**config.mk**
```make
export PLATFORM = sky130hd
export DESIGN_NAME = capacitor_power_sharing_loop
export DESIGN_NICKNAME = d
export VERILOG_FILES = /design/src/rtl/cpsl_pkg.sv /design/src/rtl/cpsl_regs.sv /design/src/rtl/cpsl_seq.sv /design/src/rtl/cpsl_dp.sv /design/src/rtl/capacitor_power_sharing_loop.sv
export SDC_FILE = /design/constraint.sdc
export NUM_CORES = 2
export LEC_CHECK = 0
export BUFFER_PORTS_ARGS = -buffer_cell sky130_fd_sc_hd__buf_2
export CORE_MARGIN = 2
export CORE_UTILIZATION = 30
export CTS_BUF_LIST = sky130_fd_sc_hd__clkbuf_16
export DETAILED_ROUTE_END_ITERATION = 8
export SLEW_MARGIN = 20
export SYNTH_ARGS = -nofsm -noshare
export SYNTH_HDL_FRONTEND = slang
export SYNTH_SLANG_ARGS = --single-unit
```
**constraint.sdc**
```tcl
create_clock -name aclk -period 12.8 [get_ports aclk]
set_input_delay 3.84 -clock aclk [delete_from_list [all_inputs] [get_ports aclk]]
set_output_delay 3.84 -clock aclk [all_outputs]
set_load 0.02 [all_outputs]
```
**src/rtl/cpsl_pkg.sv**
```systemverilog
package cpsl_pkg;

    // APB register map
    localparam int APB_ADDR_W = 5;
    localparam int REG_IDX_W  = 3;

    localparam logic [REG_IDX_W-1:0] REG_CAP_MIN_VOLTAGE        = 3'd0;
    localparam logic [REG_IDX_W-1:0] REG_CHARGE_CURRENT_TARGET  = 3'd1;
    localparam logic [REG_IDX_W-1:0] REG_DRIVE_MAX              = 3'd2;
    localparam logic [REG_IDX_W-1:0] REG_TARGET_POWER_MAX       = 3'd3;
    localparam logic [REG_IDX_W-1:0] REG_LIMIT_MARGIN           = 3'd4;
    localparam logic [REG_IDX_W-1:0] REG_LOW_ENERGY_THRESHOLD   = 3'd5;
    localparam logic [REG_IDX_W-1:0] REG_BATTERY_ABSENT_VOLTAGE = 3'd6;

    typedef struct packed {
        logic [15:0] cap_min_voltage;
        logic [14:0] charge_current_target;
        logic [15:0] drive_max;
        logic [15:0] target_power_max;
        logic [15:0] limit_margin;
        logic [15:0] low_energy_threshold;
        logic [15:0] battery_absent_voltage;
    } cfg_t;

    localparam cfg_t CFG_RESET = '{
        cap_min_voltage:        16'd800,
        charge_current_target:  15'd9000,
        drive_max:              16'd4120,
        target_power_max:       16'd12000,
        limit_margin:           16'd900,
        low_energy_threshold:   16'd8,
        battery_absent_voltage: 16'd100
    };

    // Q2.16 gains, truncated toward zero
    localparam logic signed [17:0] GAIN_P01  = 18'sd655;
    localparam logic signed [17:0] GAIN_P07  = 18'sd4587;
    localparam logic signed [17:0] GAIN_P7   = 18'sd45875;
    // floor(x/100) = (x * RECIP_100) >> 23 for any 16-bit x
    localparam logic signed [17:0] RECIP_100 = 18'sd83887;

    // Step clamps in Q.16
    localparam int STEP_LO = -40 * 65536;
    localparam int STEP_HI = 8 * 65536;
    localparam int ERR_LO  = -7 * 65536;
    localparam int ERR_HI  = 3 * 65536;

    localparam logic signed [10:0] PENALTY_MIN = -11'sd1000;
    localparam logic [15:0] DRIVE_LOW_ENERGY = 16'd500;
    localparam logic [15:0] DRIVE_NO_BATTERY = 16'd1;

    // Microcode fields
    typedef logic [3:0] step_t;

    typedef enum logic [2:0] {
        A_ENERGY, A_INNER, A_CUR_ERR, A_TARGET, A_PCAP, A_DIFF, A_PWR_ERR, A_PENALTY
    } a_sel_t;

    typedef enum logic [2:0] {
        B_P01, B_P07, B_P7, B_RECIP, B_DIFF
    } b_sel_t;

    typedef enum logic [2:0] {
        ACT_NONE, ACT_INNER, ACT_TARGET, ACT_TD100, ACT_DIFF, ACT_PENALTY, ACT_ERR, ACT_COMMIT
    } act_t;

    typedef enum logic [1:0] {
        COND_NEXT, COND_BELOW, COND_JUMP, COND_HOLD
    } cond_t;

    typedef struct packed {
        a_sel_t a_sel;
        b_sel_t b_sel;
        logic   prod_en;
        act_t   act;
        cond_t  cond;
        step_t  jump;
        logic   last;
    } ctrl_t;

    typedef struct packed {
        logic below;
        logic out_free;
    } flags_t;

    localparam ctrl_t CTRL_IDLE = '{
        a_sel:   A_ENERGY,
        b_sel:   B_P01,
        prod_en: 1'b0,
        act:     ACT_NONE,
        cond:    COND_NEXT,
        jump:    4'd0,
        last:    1'b1
    };

endpackage

```
**src/rtl/cpsl_regs.sv**
```systemverilog
module cpsl_regs
    import cpsl_pkg::*;
(
    input  logic                  aclk,
    input  logic                  aresetn,
    input  logic                  psel,
    input  logic                  penable,
    input  logic                  pwrite,
    input  logic [APB_ADDR_W-1:0] paddr,
    input  logic [31:0]           pwdata,
    output logic [31:0]           prdata,
    output cfg_t                  cfg
);

    cfg_t                 cfg_reg;
    cfg_t                 cfg_next;
    logic [REG_IDX_W-1:0] idx;
    logic                 wr_en;

    assign idx   = paddr[APB_ADDR_W-1:2];
    assign wr_en = psel && penable && pwrite;
    assign cfg   = cfg_reg;

    // Decode the write
    always_comb begin
        cfg_next = cfg_reg;
        if (wr_en) begin
            unique case (idx)
                REG_CAP_MIN_VOLTAGE:        cfg_next.cap_min_voltage        = pwdata[15:0];
                REG_CHARGE_CURRENT_TARGET:  cfg_next.charge_current_target  = pwdata[14:0];
                REG_DRIVE_MAX:              cfg_next.drive_max              = pwdata[15:0];
                REG_TARGET_POWER_MAX:       cfg_next.target_power_max       = pwdata[15:0];
                REG_LIMIT_MARGIN:           cfg_next.limit_margin           = pwdata[15:0];
                REG_LOW_ENERGY_THRESHOLD:   cfg_next.low_energy_threshold   = pwdata[15:0];
                REG_BATTERY_ABSENT_VOLTAGE: cfg_next.battery_absent_voltage = pwdata[15:0];
                default:                    cfg_next = cfg_reg;
            endcase
        end
    end

    // Read mux
    always_comb begin
        unique case (idx)
            REG_CAP_MIN_VOLTAGE:        prdata = {16'h0, cfg_reg.cap_min_voltage};
            REG_CHARGE_CURRENT_TARGET:  prdata = {17'h0, cfg_reg.charge_current_target};
            REG_DRIVE_MAX:              prdata = {16'h0, cfg_reg.drive_max};
            REG_TARGET_POWER_MAX:       prdata = {16'h0, cfg_reg.target_power_max};
            REG_LIMIT_MARGIN:           prdata = {16'h0, cfg_reg.limit_margin};
            REG_LOW_ENERGY_THRESHOLD:   prdata = {16'h0, cfg_reg.low_energy_threshold};
            REG_BATTERY_ABSENT_VOLTAGE: prdata = {16'h0, cfg_reg.battery_absent_voltage};
            default:                    prdata = 32'h0;
        endcase
    end

    always_ff @(posedge aclk) begin
        if (!aresetn) begin
            cfg_reg <= CFG_RESET;
        end else begin
            cfg_reg <= cfg_next;
        end
    end

endmodule

```
**src/rtl/cpsl_seq.sv**
```systemverilog
module cpsl_seq
    import cpsl_pkg::*;
(
    input  logic   aclk,
    input  logic   aresetn,
    input  logic   start,
    input  flags_t flags,
    output ctrl_t  ctl,
    output logic   busy
);

    localparam step_t STEP_ERR     = 4'd9;
    localparam step_t STEP_CUR_ERR = 4'd11;

    // Control store: one word per step
    function automatic ctrl_t ucode_rom(input step_t s);
        ctrl_t w;
        w = CTRL_IDLE;
        case (s)
            // energy * 0.01
            4'd0:  w = '{A_ENERGY,  B_P01,   1'b1, ACT_NONE,    COND_NEXT,  4'd0, 1'b0};
            // inner = (limit - battery) + energy * 0.01
            4'd1:  w = '{A_ENERGY,  B_P01,   1'b0, ACT_INNER,   COND_NEXT,  4'd0, 1'b0};
            // inner * 0.01
            4'd2:  w = '{A_INNER,   B_P01,   1'b1, ACT_NONE,    COND_NEXT,  4'd0, 1'b0};
            // accumulate and clamp target
            4'd3:  w = '{A_INNER,   B_P01,   1'b0, ACT_TARGET,  COND_NEXT,  4'd0, 1'b0};
            // target / 100, branch on the knee
            4'd4:  w = '{A_TARGET,  B_RECIP, 1'b1, ACT_NONE,    COND_BELOW, STEP_CUR_ERR, 1'b0};
            // power / 100
            4'd5:  w = '{A_PCAP,    B_RECIP, 1'b1, ACT_TD100,   COND_NEXT,  4'd0, 1'b0};
            4'd6:  w = '{A_PCAP,    B_RECIP, 1'b0, ACT_DIFF,    COND_NEXT,  4'd0, 1'b0};
            // square the difference
            4'd7:  w = '{A_DIFF,    B_DIFF,  1'b1, ACT_NONE,    COND_NEXT,  4'd0, 1'b0};
            // penalty, power error * 0.7
            4'd8:  w = '{A_PWR_ERR, B_P7,    1'b1, ACT_PENALTY, COND_NEXT,  4'd0, 1'b0};
            // clamp error, penalty * 0.07
            4'd9:  w = '{A_PENALTY, B_P07,   1'b1, ACT_ERR,     COND_NEXT,  4'd0, 1'b0};
            // accumulate drive and commit once the output slot is free
            4'd10: w = '{A_PENALTY, B_P07,   1'b0, ACT_COMMIT,  COND_HOLD,  4'd0, 1'b1};
            // below the knee: current error * 0.07
            4'd11: w = '{A_CUR_ERR, B_P07,   1'b1, ACT_NONE,    COND_JUMP,  STEP_ERR, 1'b0};
            default: w = CTRL_IDLE;
        endcase
        return w;
    endfunction

    step_t step_reg;
    step_t step_next;
    logic  busy_reg;
    logic  busy_next;
    ctrl_t word;
    logic  fire;

    assign word = ucode_rom(step_reg);
    assign fire = busy_reg && !(word.cond == COND_HOLD && !flags.out_free);
    assign busy = busy_reg;

    // Drop datapath actions while idle or holding
    always_comb begin
        ctl = word;
        if (!fire) begin
            ctl.act     = ACT_NONE;
            ctl.prod_en = 1'b0;
        end
    end

    // Advance the step counter
    always_comb begin
        step_next = step_reg;
        busy_next = busy_reg;
        if (start) begin
            step_next = '0;
            busy_next = 1'b1;
        end else if (fire) begin
            if (word.last) begin
                busy_next = 1'b0;
            end else begin
                unique case (word.cond)
                    COND_NEXT:  step_next = step_reg + 4'd1;
                    COND_BELOW: step_next = flags.below ? word.jump : step_reg + 4'd1;
                    COND_JUMP:  step_next = word.jump;
                    COND_HOLD:  step_next = step_reg + 4'd1;
                endcase
            end
        end
    end

    always_ff @(posedge aclk) begin
        if (!aresetn) begin
            step_reg <= '0;
            busy_reg <= 1'b0;
        end else begin
            step_reg <= step_next;
            busy_reg <= busy_next;
        end
    end

endmodule

```
**src/rtl/cpsl_dp.sv**
```systemverilog
module cpsl_dp
    import cpsl_pkg::*;
(
    input  logic        aclk,
    input  logic        aresetn,
    input  cfg_t        cfg,
    input  ctrl_t       ctl,
    input  logic        load,
    input  logic [15:0] s_cap_voltage,
    input  logic [14:0] s_cap_current,
    input  logic [15:0] s_cap_power,
    input  logic [15:0] s_bat_power,
    input  logic [15:0] s_battery_voltage,
    input  logic [15:0] s_power_limit,
    input  logic [15:0] s_energy_left,
    input  logic        s_cap_off_request,
    output flags_t      flags,
    output logic        m_valid,
    input  logic        m_ready,
    output logic [14:0] m_pwm_compare,
    output logic [15:0] m_drive_level,
    output logic [15:0] m_target_power,
    output logic        m_cap_path_on,
    output logic        m_path_changed
);

    localparam logic signed [36:0] STEP_MIN = 37'(STEP_LO);
    localparam logic signed [36:0] STEP_MAX = 37'(STEP_HI);
    localparam logic signed [52:0] ERR_MIN  = 53'(ERR_LO);
    localparam logic signed [52:0] ERR_MAX  = 53'(ERR_HI);

    // Captured transaction
    logic [15:0] v_cap_reg;
    logic [14:0] i_cap_reg;
    logic [15:0] p_cap_reg;
    logic [15:0] p_bat_reg;
    logic [15:0] v_bat_reg;
    logic [15:0] limit_reg;
    logic [15:0] energy_reg;
    logic        off_reg;

    // Scratch
    logic signed [52:0] prod_reg;
    logic signed [34:0] inner_reg;
    logic [15:0]        tar_new_reg;
    logic [9:0]         td100_reg;
    logic signed [10:0] diff_reg;
    logic signed [19:0] err_reg;

    // Loop state
    logic [15:0]        target_power_reg;
    logic [15:0]        drive_reg;
    logic signed [10:0] penalty_reg;
    logic               path_on_reg;
    logic               changed_reg;
    logic               m_valid_reg;

    logic signed [34:0] mul_a;
    logic signed [17:0] mul_b;
    logic signed [52:0] mul_p;
    logic signed [15:0] cur_err;
    logic signed [16:0] pwr_err;
    logic signed [16:0] lp_diff;
    logic signed [34:0] inner_next;
    logic [15:0]        ceiling;
    logic signed [52:0] prod_round;
    logic signed [36:0] step_raw;
    logic signed [22:0] step_c;
    logic signed [33:0] tar_sum;
    logic [16:0]        tar_acc;
    logic [15:0]        tar_ceil;
    logic [15:0]        tar_cand;
    logic [19:0]        vcap_p1;
    logic [19:0]        vcap9;
    logic [9:0]         quot100;
    logic signed [10:0] penalty_next;
    logic signed [19:0] err_next;
    logic signed [33:0] drive_sum;
    logic [16:0]        drive_acc;
    logic [15:0]        drive_clamp;
    logic [15:0]        drive_final;
    logic [15:0]        target_final;
    logic               path_new;
    logic               commit;

    assign commit = (ctl.act == ACT_COMMIT);

    // Operand selection for the shared multiplier
    assign cur_err = $signed({1'b0, cfg.charge_current_target}) - $signed({1'b0, i_cap_reg});
    assign pwr_err = $signed({1'b0, tar_new_reg}) - $signed({1'b0, p_cap_reg});

    always_comb begin
        unique case (ctl.a_sel)
            A_ENERGY:  mul_a = $signed({19'h0, energy_reg});
            A_INNER:   mul_a = inner_reg;
            A_CUR_ERR: mul_a = 35'(cur_err);
            A_TARGET:  mul_a = $signed({19'h0, tar_new_reg});
            A_PCAP:    mul_a = $signed({19'h0, p_cap_reg});
            A_DIFF:    mul_a = 35'(diff_reg);
            A_PWR_ERR: mul_a = 35'(pwr_err);
            A_PENALTY: mul_a = 35'(penalty_reg);
            default:   mul_a = '0;
        endcase
    end

    always_comb begin
        unique case (ctl.b_sel)
            B_P01:   mul_b = GAIN_P01;
            B_P07:   mul_b = GAIN_P07;
            B_P7:    mul_b = GAIN_P7;
            B_RECIP: mul_b = RECIP_100;
            B_DIFF:  mul_b = 18'(diff_reg);
            default: mul_b = '0;
        endcase
    end

    assign mul_p = mul_a * mul_b;

    // Inner term: (limit - battery power) in Q.16 plus the scaled energy
    assign lp_diff    = $signed({1'b0, limit_reg}) - $signed({1'b0, p_bat_reg});
    assign inner_next = {{2{lp_diff[16]}}, lp_diff, 16'h0000} + prod_reg[34:0];

    // Target ceiling saturates at zero
    assign ceiling = (cfg.limit_margin > limit_reg) ? 16'h0 : limit_reg - cfg.limit_margin;

    // Target step: rescale toward zero, clamp, accumulate, clamp
    assign prod_round = prod_reg + $signed({37'h0, {16{prod_reg[52]}}});
    assign step_raw   = prod_round[52:16];

    always_comb begin
        if (step_raw < STEP_MIN) begin
            step_c = STEP_MIN[22:0];
        end else if (step_raw > STEP_MAX) begin
            step_c = STEP_MAX[22:0];
        end else begin
            step_c = step_raw[22:0];
        end
    end

    assign tar_sum  = $signed({2'b00, target_power_reg, 16'h0000}) + 34'(step_c);
    assign tar_acc  = tar_sum[33] ? 17'h0 : tar_sum[32:16];
    assign tar_ceil = (tar_acc > {1'b0, ceiling}) ? ceiling : tar_acc[15:0];
    assign tar_cand = (tar_ceil > cfg.target_power_max) ? cfg.target_power_max : tar_ceil;

    // Knee test: v < floor(t/9) is 9*(v+1) <= t
    assign vcap_p1     = {4'h0, v_cap_reg} + 20'd1;
    assign vcap9       = (vcap_p1 << 3) + vcap_p1;
    assign flags.below = (vcap9 <= {4'h0, tar_new_reg});
    assign flags.out_free = !m_valid_reg || m_ready;

    assign quot100 = prod_reg[32:23];

    // Squared overshoot penalty, clamped to the floor
    always_comb begin
        if (tar_new_reg < p_cap_reg) begin
            if (prod_reg > 53'sd1000) begin
                penalty_next = PENALTY_MIN;
            end else begin
                penalty_next = -$signed({1'b0, prod_reg[9:0]});
            end
        end else begin
            penalty_next = '0;
        end
    end

    always_comb begin
        if (prod_reg < ERR_MIN) begin
            err_next = ERR_MIN[19:0];
        end else if (prod_reg > ERR_MAX) begin
            err_next = ERR_MAX[19:0];
        end else begin
            err_next = prod_reg[19:0];
        end
    end

    // Drive accumulation, clamp, then overrides
    assign drive_sum   = $signed({2'b00, drive_reg, 16'h0000}) + 34'(err_reg)
                         + $signed(prod_reg[33:0]);
    assign drive_acc   = drive_sum[33] ? 17'h0 : drive_sum[32:16];
    assign drive_clamp = (drive_acc > {1'b0, cfg.drive_max}) ? cfg.drive_max : drive_acc[15:0];

    always_comb begin
        drive_final  = drive_clamp;
        target_final = tar_new_reg;
        if (energy_reg < cfg.low_energy_threshold) begin
            drive_final = DRIVE_LOW_ENERGY;
        end
        if (v_bat_reg < cfg.battery_absent_voltage) begin
            drive_final  = DRIVE_NO_BATTERY;
            target_final = ceiling;
        end
    end

    assign path_new = !off_reg && (v_cap_reg >= cfg.cap_min_voltage);

    // Capture the transaction and hold scratch values
    always_ff @(posedge aclk) begin
        if (load) begin
            v_cap_reg  <= s_cap_voltage;
            i_cap_reg  <= s_cap_current;
            p_cap_reg  <= s_cap_power;
            p_bat_reg  <= s_bat_power;
            v_bat_reg  <= s_battery_voltage;
            limit_reg  <= s_power_limit;
            energy_reg <= s_energy_left;
            off_reg    <= s_cap_off_request;
        end
        if (ctl.prod_en) begin
            prod_reg <= mul_p;
        end
        case (ctl.act)
            ACT_INNER:  inner_reg   <= inner_next;
            ACT_TARGET: tar_new_reg <= tar_cand;
            ACT_TD100:  td100_reg   <= quot100;
            ACT_DIFF:   diff_reg    <= $signed({1'b0, td100_reg}) - $signed({1'b0, quot100});
            ACT_ERR:    err_reg     <= err_next;
            default: ;
        endcase
    end

    // Loop state and the result slot
    always_ff @(posedge aclk) begin
        if (!aresetn) begin
            target_power_reg <= '0;
            drive_reg        <= '0;
            penalty_reg      <= '0;
            path_on_reg      <= 1'b0;
            changed_reg      <= 1'b0;
            m_valid_reg      <= 1'b0;
        end else begin
            if (ctl.act == ACT_PENALTY) begin
                penalty_reg <= penalty_next;
            end
            if (commit) begin
                target_power_reg <= target_final;
                drive_reg        <= drive_final;
                path_on_reg      <= path_new;
                changed_reg      <= (path_new != path_on_reg);
                m_valid_reg      <= 1'b1;
            end else if (m_ready) begin
                m_valid_reg      <= 1'b0;
            end
        end
    end

    assign m_valid        = m_valid_reg;
    assign m_pwm_compare  = drive_reg[15:1];
    assign m_drive_level  = drive_reg;
    assign m_target_power = target_power_reg;
    assign m_cap_path_on  = path_on_reg;
    assign m_path_changed = changed_reg;

`ifndef ASSERT_OFF
    a_penalty_range: assert property (@(posedge aclk) disable iff (!aresetn)
        (penalty_reg <= 11'sd0) && (penalty_reg >= PENALTY_MIN))
        else $error("overshoot penalty out of range");

    a_drive_clamp: assert property (@(posedge aclk) disable iff (!aresetn)
        commit && (v_bat_reg >= cfg.battery_absent_voltage)
        && (energy_reg >= cfg.low_energy_threshold)
        |=> drive_reg <= $past(cfg.drive_max))
        else $error("drive level above its clamp");

    a_target_ceiling: assert property (@(posedge aclk) disable iff (!aresetn)
        commit |=> target_power_reg <= $past(ceiling))
        else $error("target power above the limit ceiling");
`endif

endmodule

```
**src/rtl/capacitor_power_sharing_loop.sv**
```systemverilog
// Capacitor power sharing loop, one control tick per transaction.
//
// Input channel (s_*): one tick of measurements and the cap-off request.
// Result channel (m_*): PWM compare, drive level, target power, selected
// path and a path-change flag for that tick. Both are valid/ready.
// The user must write the registers through the APB port only while the block is idle; the block does not enforce this.
//
// Each tick runs a microcoded program over one shared 35x18 multiplier;
// below the voltage knee it skips the square penalty path taken above it.
// s_ready is low during reset and while a tick runs, so a new tick is
// accepted only once the previous program has finished.
// The result is held in the output register until taken; a new tick may
// be accepted meanwhile, and its final step waits while m_valid is high
// and m_ready is low.
// Reset restores the register defaults, clears target, drive and penalty,
// selects the battery path and drops any pending result.
module capacitor_power_sharing_loop
    import cpsl_pkg::*;
(
    input  logic                  aclk,
    input  logic                  aresetn,

    input  logic                  psel,
    input  logic                  penable,
    input  logic                  pwrite,
    input  logic [APB_ADDR_W-1:0] paddr,
    input  logic [31:0]           pwdata,
    output logic [31:0]           prdata,
    output logic                  pready,

    input  logic                  s_valid,
    output logic                  s_ready,
    input  logic [15:0]           s_cap_voltage,
    input  logic [14:0]           s_cap_current,
    input  logic [15:0]           s_cap_power,
    input  logic [15:0]           s_bat_power,
    input  logic [15:0]           s_battery_voltage,
    input  logic [15:0]           s_power_limit,
    input  logic [15:0]           s_energy_left,
    input  logic                  s_cap_off_request,

    output logic                  m_valid,
    input  logic                  m_ready,
    output logic [14:0]           m_pwm_compare,
    output logic [15:0]           m_drive_level,
    output logic [15:0]           m_target_power,
    output logic                  m_cap_path_on,
    output logic                  m_path_changed
);

    cfg_t   cfg;
    ctrl_t  ctl;
    flags_t flags;
    logic   busy;
    logic   accept;

    assign pready  = 1'b1;
    assign s_ready = !busy && aresetn;
    assign accept  = s_valid && s_ready;

    // Configuration registers
    cpsl_regs u_regs (
        .aclk    (aclk),
        .aresetn (aresetn),
        .psel    (psel),
        .penable (penable),
        .pwrite  (pwrite),
        .paddr   (paddr),
        .pwdata  (pwdata),
        .prdata  (prdata),
        .cfg     (cfg)
    );

    // Program sequencer
    cpsl_seq u_seq (
        .aclk    (aclk),
        .aresetn (aresetn),
        .start   (accept),
        .flags   (flags),
        .ctl     (ctl),
        .busy    (busy)
    );

    // Datapath and loop state
    cpsl_dp u_dp (
        .aclk              (aclk),
        .aresetn           (aresetn),
        .cfg               (cfg),
        .ctl               (ctl),
        .load              (accept),
        .s_cap_voltage     (s_cap_voltage),
        .s_cap_current     (s_cap_current),
        .s_cap_power       (s_cap_power),
        .s_bat_power       (s_bat_power),
        .s_battery_voltage (s_battery_voltage),
        .s_power_limit     (s_power_limit),
        .s_energy_left     (s_energy_left),
        .s_cap_off_request (s_cap_off_request),
        .flags             (flags),
        .m_valid           (m_valid),
        .m_ready           (m_ready),
        .m_pwm_compare     (m_pwm_compare),
        .m_drive_level     (m_drive_level),
        .m_target_power    (m_target_power),
        .m_cap_path_on     (m_cap_path_on),
        .m_path_changed    (m_path_changed)
    );

endmodule
```
==> impl_metrics.xml <==
<?xml version="1.0" encoding="UTF-8"?>
<metrics>
  <group name="routing">
    <metric name="drt_pre_antenna_iters" unit="">5</metric>
    <metric name="drt-vias-per-instance" unit="">5.02</metric>
    <metric name="drt_iter0_markers" unit="">3640</metric>
    <metric name="antenna_violating_nets_post_route" unit="">0</metric>
    <metric name="routed-via-count" unit="">38800</metric>
    <metric name="total_wirelength_of_the_detailed_routed_design" unit="mm">151</metric>
    <metric name="drt-wirelength-per-cell" unit="µm">19.6</metric>
    <metric name="drt_drc_violations_left" unit="">0</metric>
  </group>
  <group name="synth">
    <metric name="synthTopCellsByArea" unit="">sky130_fd_sc_hd__fa_1, sky130_fd_sc_hd__edfxtp_1, sky130_fd_sc_hd__ha_1</metric>
    <metric name="netlist_area_before_placement" unit="µm²">49300</metric>
    <metric name="yosysTopAreaCell" unit="">sky130_fd_sc_hd__fa_1</metric>
    <metric name="synthesis.area_per_instance" unit="µm²">9.13</metric>
    <metric name="ys_warn_count" unit="">0</metric>
    <metric name="synth_flop_cell" unit="">sky130_fd_sc_hd__edfxtp_1</metric>
    <metric name="synthesis.instances" unit="">5398</metric>
    <metric name="postSynthRegisterBits" unit="">434</metric>
    <metric name="top_cell_type_s_share_of_synthesized_area" unit="">0.254</metric>
    <metric name="async_flop_share" unit="">0</metric>
    <metric name="ys_seq_area_frac" unit="">0.229</metric>
    <metric name="synth_edf_count" unit="">257</metric>
    <metric name="netlist-cell-type-count" unit="">92</metric>
  </group>
  <group name="worst_setup_path">
    <metric name="worst_r2r_endpoint" unit="">u_dp.tar_new_reg[7]$_DFFE_PN_</metric>
    <metric name="reg2reg_depth" unit="">45</metric>
    <metric name="worstSetupStartpointType" unit="">flop</metric>
    <metric name="crit_required" unit="ps">13160</metric>
    <metric name="timing.reg2reg.setup_slack" unit="ps">1060</metric>
    <metric name="critical_path_class" unit="">flop to flop</metric>
    <metric name="timing.critical_path.arrival" unit="ps">12100</metric>
    <metric name="critPathSlowestCell" unit="">sky130_fd_sc_hd__o41ai_2</metric>
    <metric name="worst_path_largest_cell_delay" unit="ps">950</metric>
    <metric name="critical_path_sink_type" unit="">flop</metric>
    <metric name="timing.rr.start" unit="">u_dp.prod_reg[52]$_DFFE_PP_</metric>
    <metric name="path_max_fanout" unit="">18</metric>
  </group>
  <group name="pwr">
    <metric name="sequentialPowerShare" unit="">0.168</metric>
    <metric name="power.combinational.fraction" unit="">0.740</metric>
    <metric name="power_switching_share" unit="">0.492</metric>
    <metric name="internal_power" unit="mW">7.16</metric>
    <metric name="power_leakage" unit="nW">24.6</metric>
    <metric name="clock_share_of_power" unit="">0.093</metric>
    <metric name="switching_power" unit="mW">6.94</metric>
    <metric name="worst_ir_drop_vdd" unit="V">0.000619</metric>
    <metric name="power-per-cell-area" unit="nW/µm²">260</metric>
  </group>
  <group name="timing">
    <metric name="timing.final.hold_violations" unit="">0</metric>
    <metric name="share_of_the_clock_period_used_by_the_worst_path_after_layout" unit="">0.917</metric>
    <metric name="fin_clk_skew" unit="ps">39.3</metric>
    <metric name="setup_viol" unit="">0</metric>
    <metric name="final.hold.worst_slack" unit="ps">450</metric>
    <metric name="min_period" unit="ps">11740</metric>
    <metric name="max_slew_margin_vs_limit" unit="">0.265</metric>
    <metric name="rsz0062_at_grt" unit="">false</metric>
    <metric name="layout_setup_ws" unit="ps">1060</metric>
    <metric name="tightestPinTransition" unit="ps">1100</metric>
    <metric name="timing.final.max_slew_violations" unit="">0</metric>
    <metric name="timing.setup.tns" unit="ps">0</metric>
    <metric name="timing.fmax" unit="MHz">85.2</metric>
  </group>
  <group name="global_routing">
    <metric name="grt_start_max_net_pins" unit="">64</metric>
    <metric name="antenna_violations_before_repair" unit="">0</metric>
    <metric name="gr-total-overflow" unit="">0</metric>
    <metric name="grt_pass1_vias" unit="">39200</metric>
    <metric name="grtUsageTotal" unit="">0.180</metric>
    <metric name="grt_first_pass_wirelength" unit="mm">235</metric>
  </group>
  <group name="clocking">
    <metric name="cts.reportedPaths.clkPinSlew" unit="ps">70</metric>
    <metric name="count_of_cells_resized_by_post_cts_repair" unit="">0</metric>
    <metric name="h-tree-depth" unit="">2</metric>
    <metric name="cts_hold_repair.buffers" unit="">0</metric>
    <metric name="cts.repair_timing.setup_buffer_count" unit="">0</metric>
    <metric name="cts-buffers-inserted" unit="">48</metric>
    <metric name="cts_tree" unit="">yes</metric>
    <metric name="clock_tree_root_driver_cell" unit="">sky130_fd_sc_hd__clkbuf_16</metric>
    <metric name="clockBufferDepth" unit="">3</metric>
    <metric name="tritoncts_num_sinks" unit="">434</metric>
    <metric name="clkLatencyLatePin" unit="ps">620</metric>
  </group>
  <group name="die">
    <metric name="core" unit="µm²">163000</metric>
    <metric name="start_util" unit="">0.302</metric>
    <metric name="floorplan.die_area" unit="µm²">167000</metric>
    <metric name="rows" unit="">148</metric>
    <metric name="dieWidth" unit="µm">409</metric>
    <metric name="io-pin-count" unit="">240</metric>
    <metric name="fp.dieH" unit="µm">409</metric>
  </group>
  <group name="placement">
    <metric name="place_congestion" unit="">0.923</metric>
    <metric name="post-dp-hpwl" unit="mm">124</metric>
    <metric name="dpl_worst_slack" unit="ps">1180</metric>
    <metric name="numPortBuffers" unit="">204</metric>
  </group>
  <group name="final_layout">
    <metric name="seqCellArea" unit="µm²">11300</metric>
    <metric name="final_cell_mix" unit="">sky130_fd_sc_hd__inv_1, sky130_fd_sc_hd__nand2_1, sky130_fd_sc_hd__fa_1</metric>
    <metric name="fin_nets" unit="">6719</metric>
    <metric name="drive_above_1_share" unit="">0.0792</metric>
    <metric name="largest_reg_flops" unit="">111</metric>
    <metric name="num-fill-cells" unit="">16800</metric>
    <metric name="area_delta_synth_final" unit="%">9.83</metric>
    <metric name="n_antenna_cell" unit="">0</metric>
    <metric name="multiInputGateArea" unit="µm²">33800</metric>
    <metric name="final_common_cell" unit="">sky130_fd_sc_hd__inv_1</metric>
  </group>
  <group name="worst_hold_path">
    <metric name="min_from" unit="">u_seq.word[0]$_SDFF_PN0_</metric>
    <metric name="holdCritPathClass" unit="">flop to flop</metric>
    <metric name="worst_hold_path.num_cells" unit="">1</metric>
    <metric name="min_delay_worst_endpoint" unit="">u_seq.busy$_SDFFE_PN0P_</metric>
  </group>
  <group name="outcome">
    <metric name="run_status" unit="">finished, final reports clean</metric>
  </group>
  <group name="job">
    <metric name="maxCapViolations" unit="">0</metric>
  </group>
</metrics>
==> cell type report <==
class	count	area share
clock buffer	50	0.0231
clock inverter	38	0.00352
inverter	905	0.0629
multi-input combinational	3856	0.625
sequential	434	0.208
tap	2175	0.0503
timing repair buffer	261	0.0268
==> power groups by stage <==
stage / sequential [mW] / clock [mW] / combinational [mW]
floorplan: 2.26 / 0 / 7.74
global placement: 2.39 / 0 / 10.3
global route: 2.38 / 1.38 / 11.7
detailed placement: 2.39 / 0 / 10.3
finish: 2.36 / 1.31 / 10.4
CTS: 2.36 / 1.33 / 10.5
==> routing by layer <==
metal | global-route usage | share of wire
met5 | 0 | 0
met4 | 0.0468 | 0.028
met2 | 0.289 | 0.46
met3 | 0.0216 | 0.069
met1 | 0.256 | 0.45
==> through the flow <==
| step | utilization | std cells | cell area, µm² | power, mW |
|---|---|---|---|---|
| after floorplan | - | 5413 | 49300 | 10.0 |
| after global placement | 0.323 | 7631 | 52700 | 12.6 |
| after detailed placement | 0.323 | 7631 | 52700 | 12.7 |
| after CTS | 0.332 | 7719 | 54100 | 14.1 |
| after global routing | 0.332 | 7719 | 54100 | 15.4 |
| final | 0.332 | 7719 | 54100 | 14.1 |
==> cell families after synthesis <==
group,share of synthesized area
fa+ha+maj,0.364
flops,0.229
simple gates,0.144
compound gates,0.117
other cells,0.000152
buf+inv,0.0887
mux,0.0218
xor+xnor,0.0359
==> worst max-delay path by stage <==
stage	start	slack, ps	end
after CTS	u_regs.cfg[80]$_SDFFE_PN0P_	1110	u_dp.prod_reg[52]$_DFFE_PP_
after global routing	u_dp.prod_reg[52]$_DFFE_PP_	270	u_dp.tar_new_reg[7]$_DFFE_PN_
after floorplan	u_dp.prod_reg[52]$_DFFE_PP_	2510	u_dp.tar_new_reg[10]$_DFFE_PN_
after global placement	u_regs.cfg[80]$_SDFFE_PN0P_	1210	u_dp.prod_reg[52]$_DFFE_PP_
after detailed placement	u_regs.cfg[80]$_SDFFE_PN0P_	1180	u_dp.prod_reg[52]$_DFFE_PP_
final	u_dp.prod_reg[52]$_DFFE_PP_	1060	u_dp.tar_new_reg[7]$_DFFE_PN_
==> synth_stat cells (all sizes together) (52+ instances only) <==
master,instances
nand3,57
dfxtp,177
inv,903
nor2b,52
nand2b,53
mux2i,52
and2,65
xor2,66
fa,625
a21o,121
o21ai,128
xnor2,134
nor2,385
a21oi,327
nand2,755
ha,432
clkbuf,174
nor3,56
edfxtp,257
==> critical path: cells and delay by family, from the launching register on <==
kind	cells	cell delay [ps]
AOI/OAI and AO/OA	21	4680
xor gates and xnor gates	1	130
adders and majority gates	4	1200
buffers and inverters	4	880
DFF	1	580
muxes	2	720
and+or+nand+nor	13	3280
Note: power is estimated with default switching activity, not from simulation.
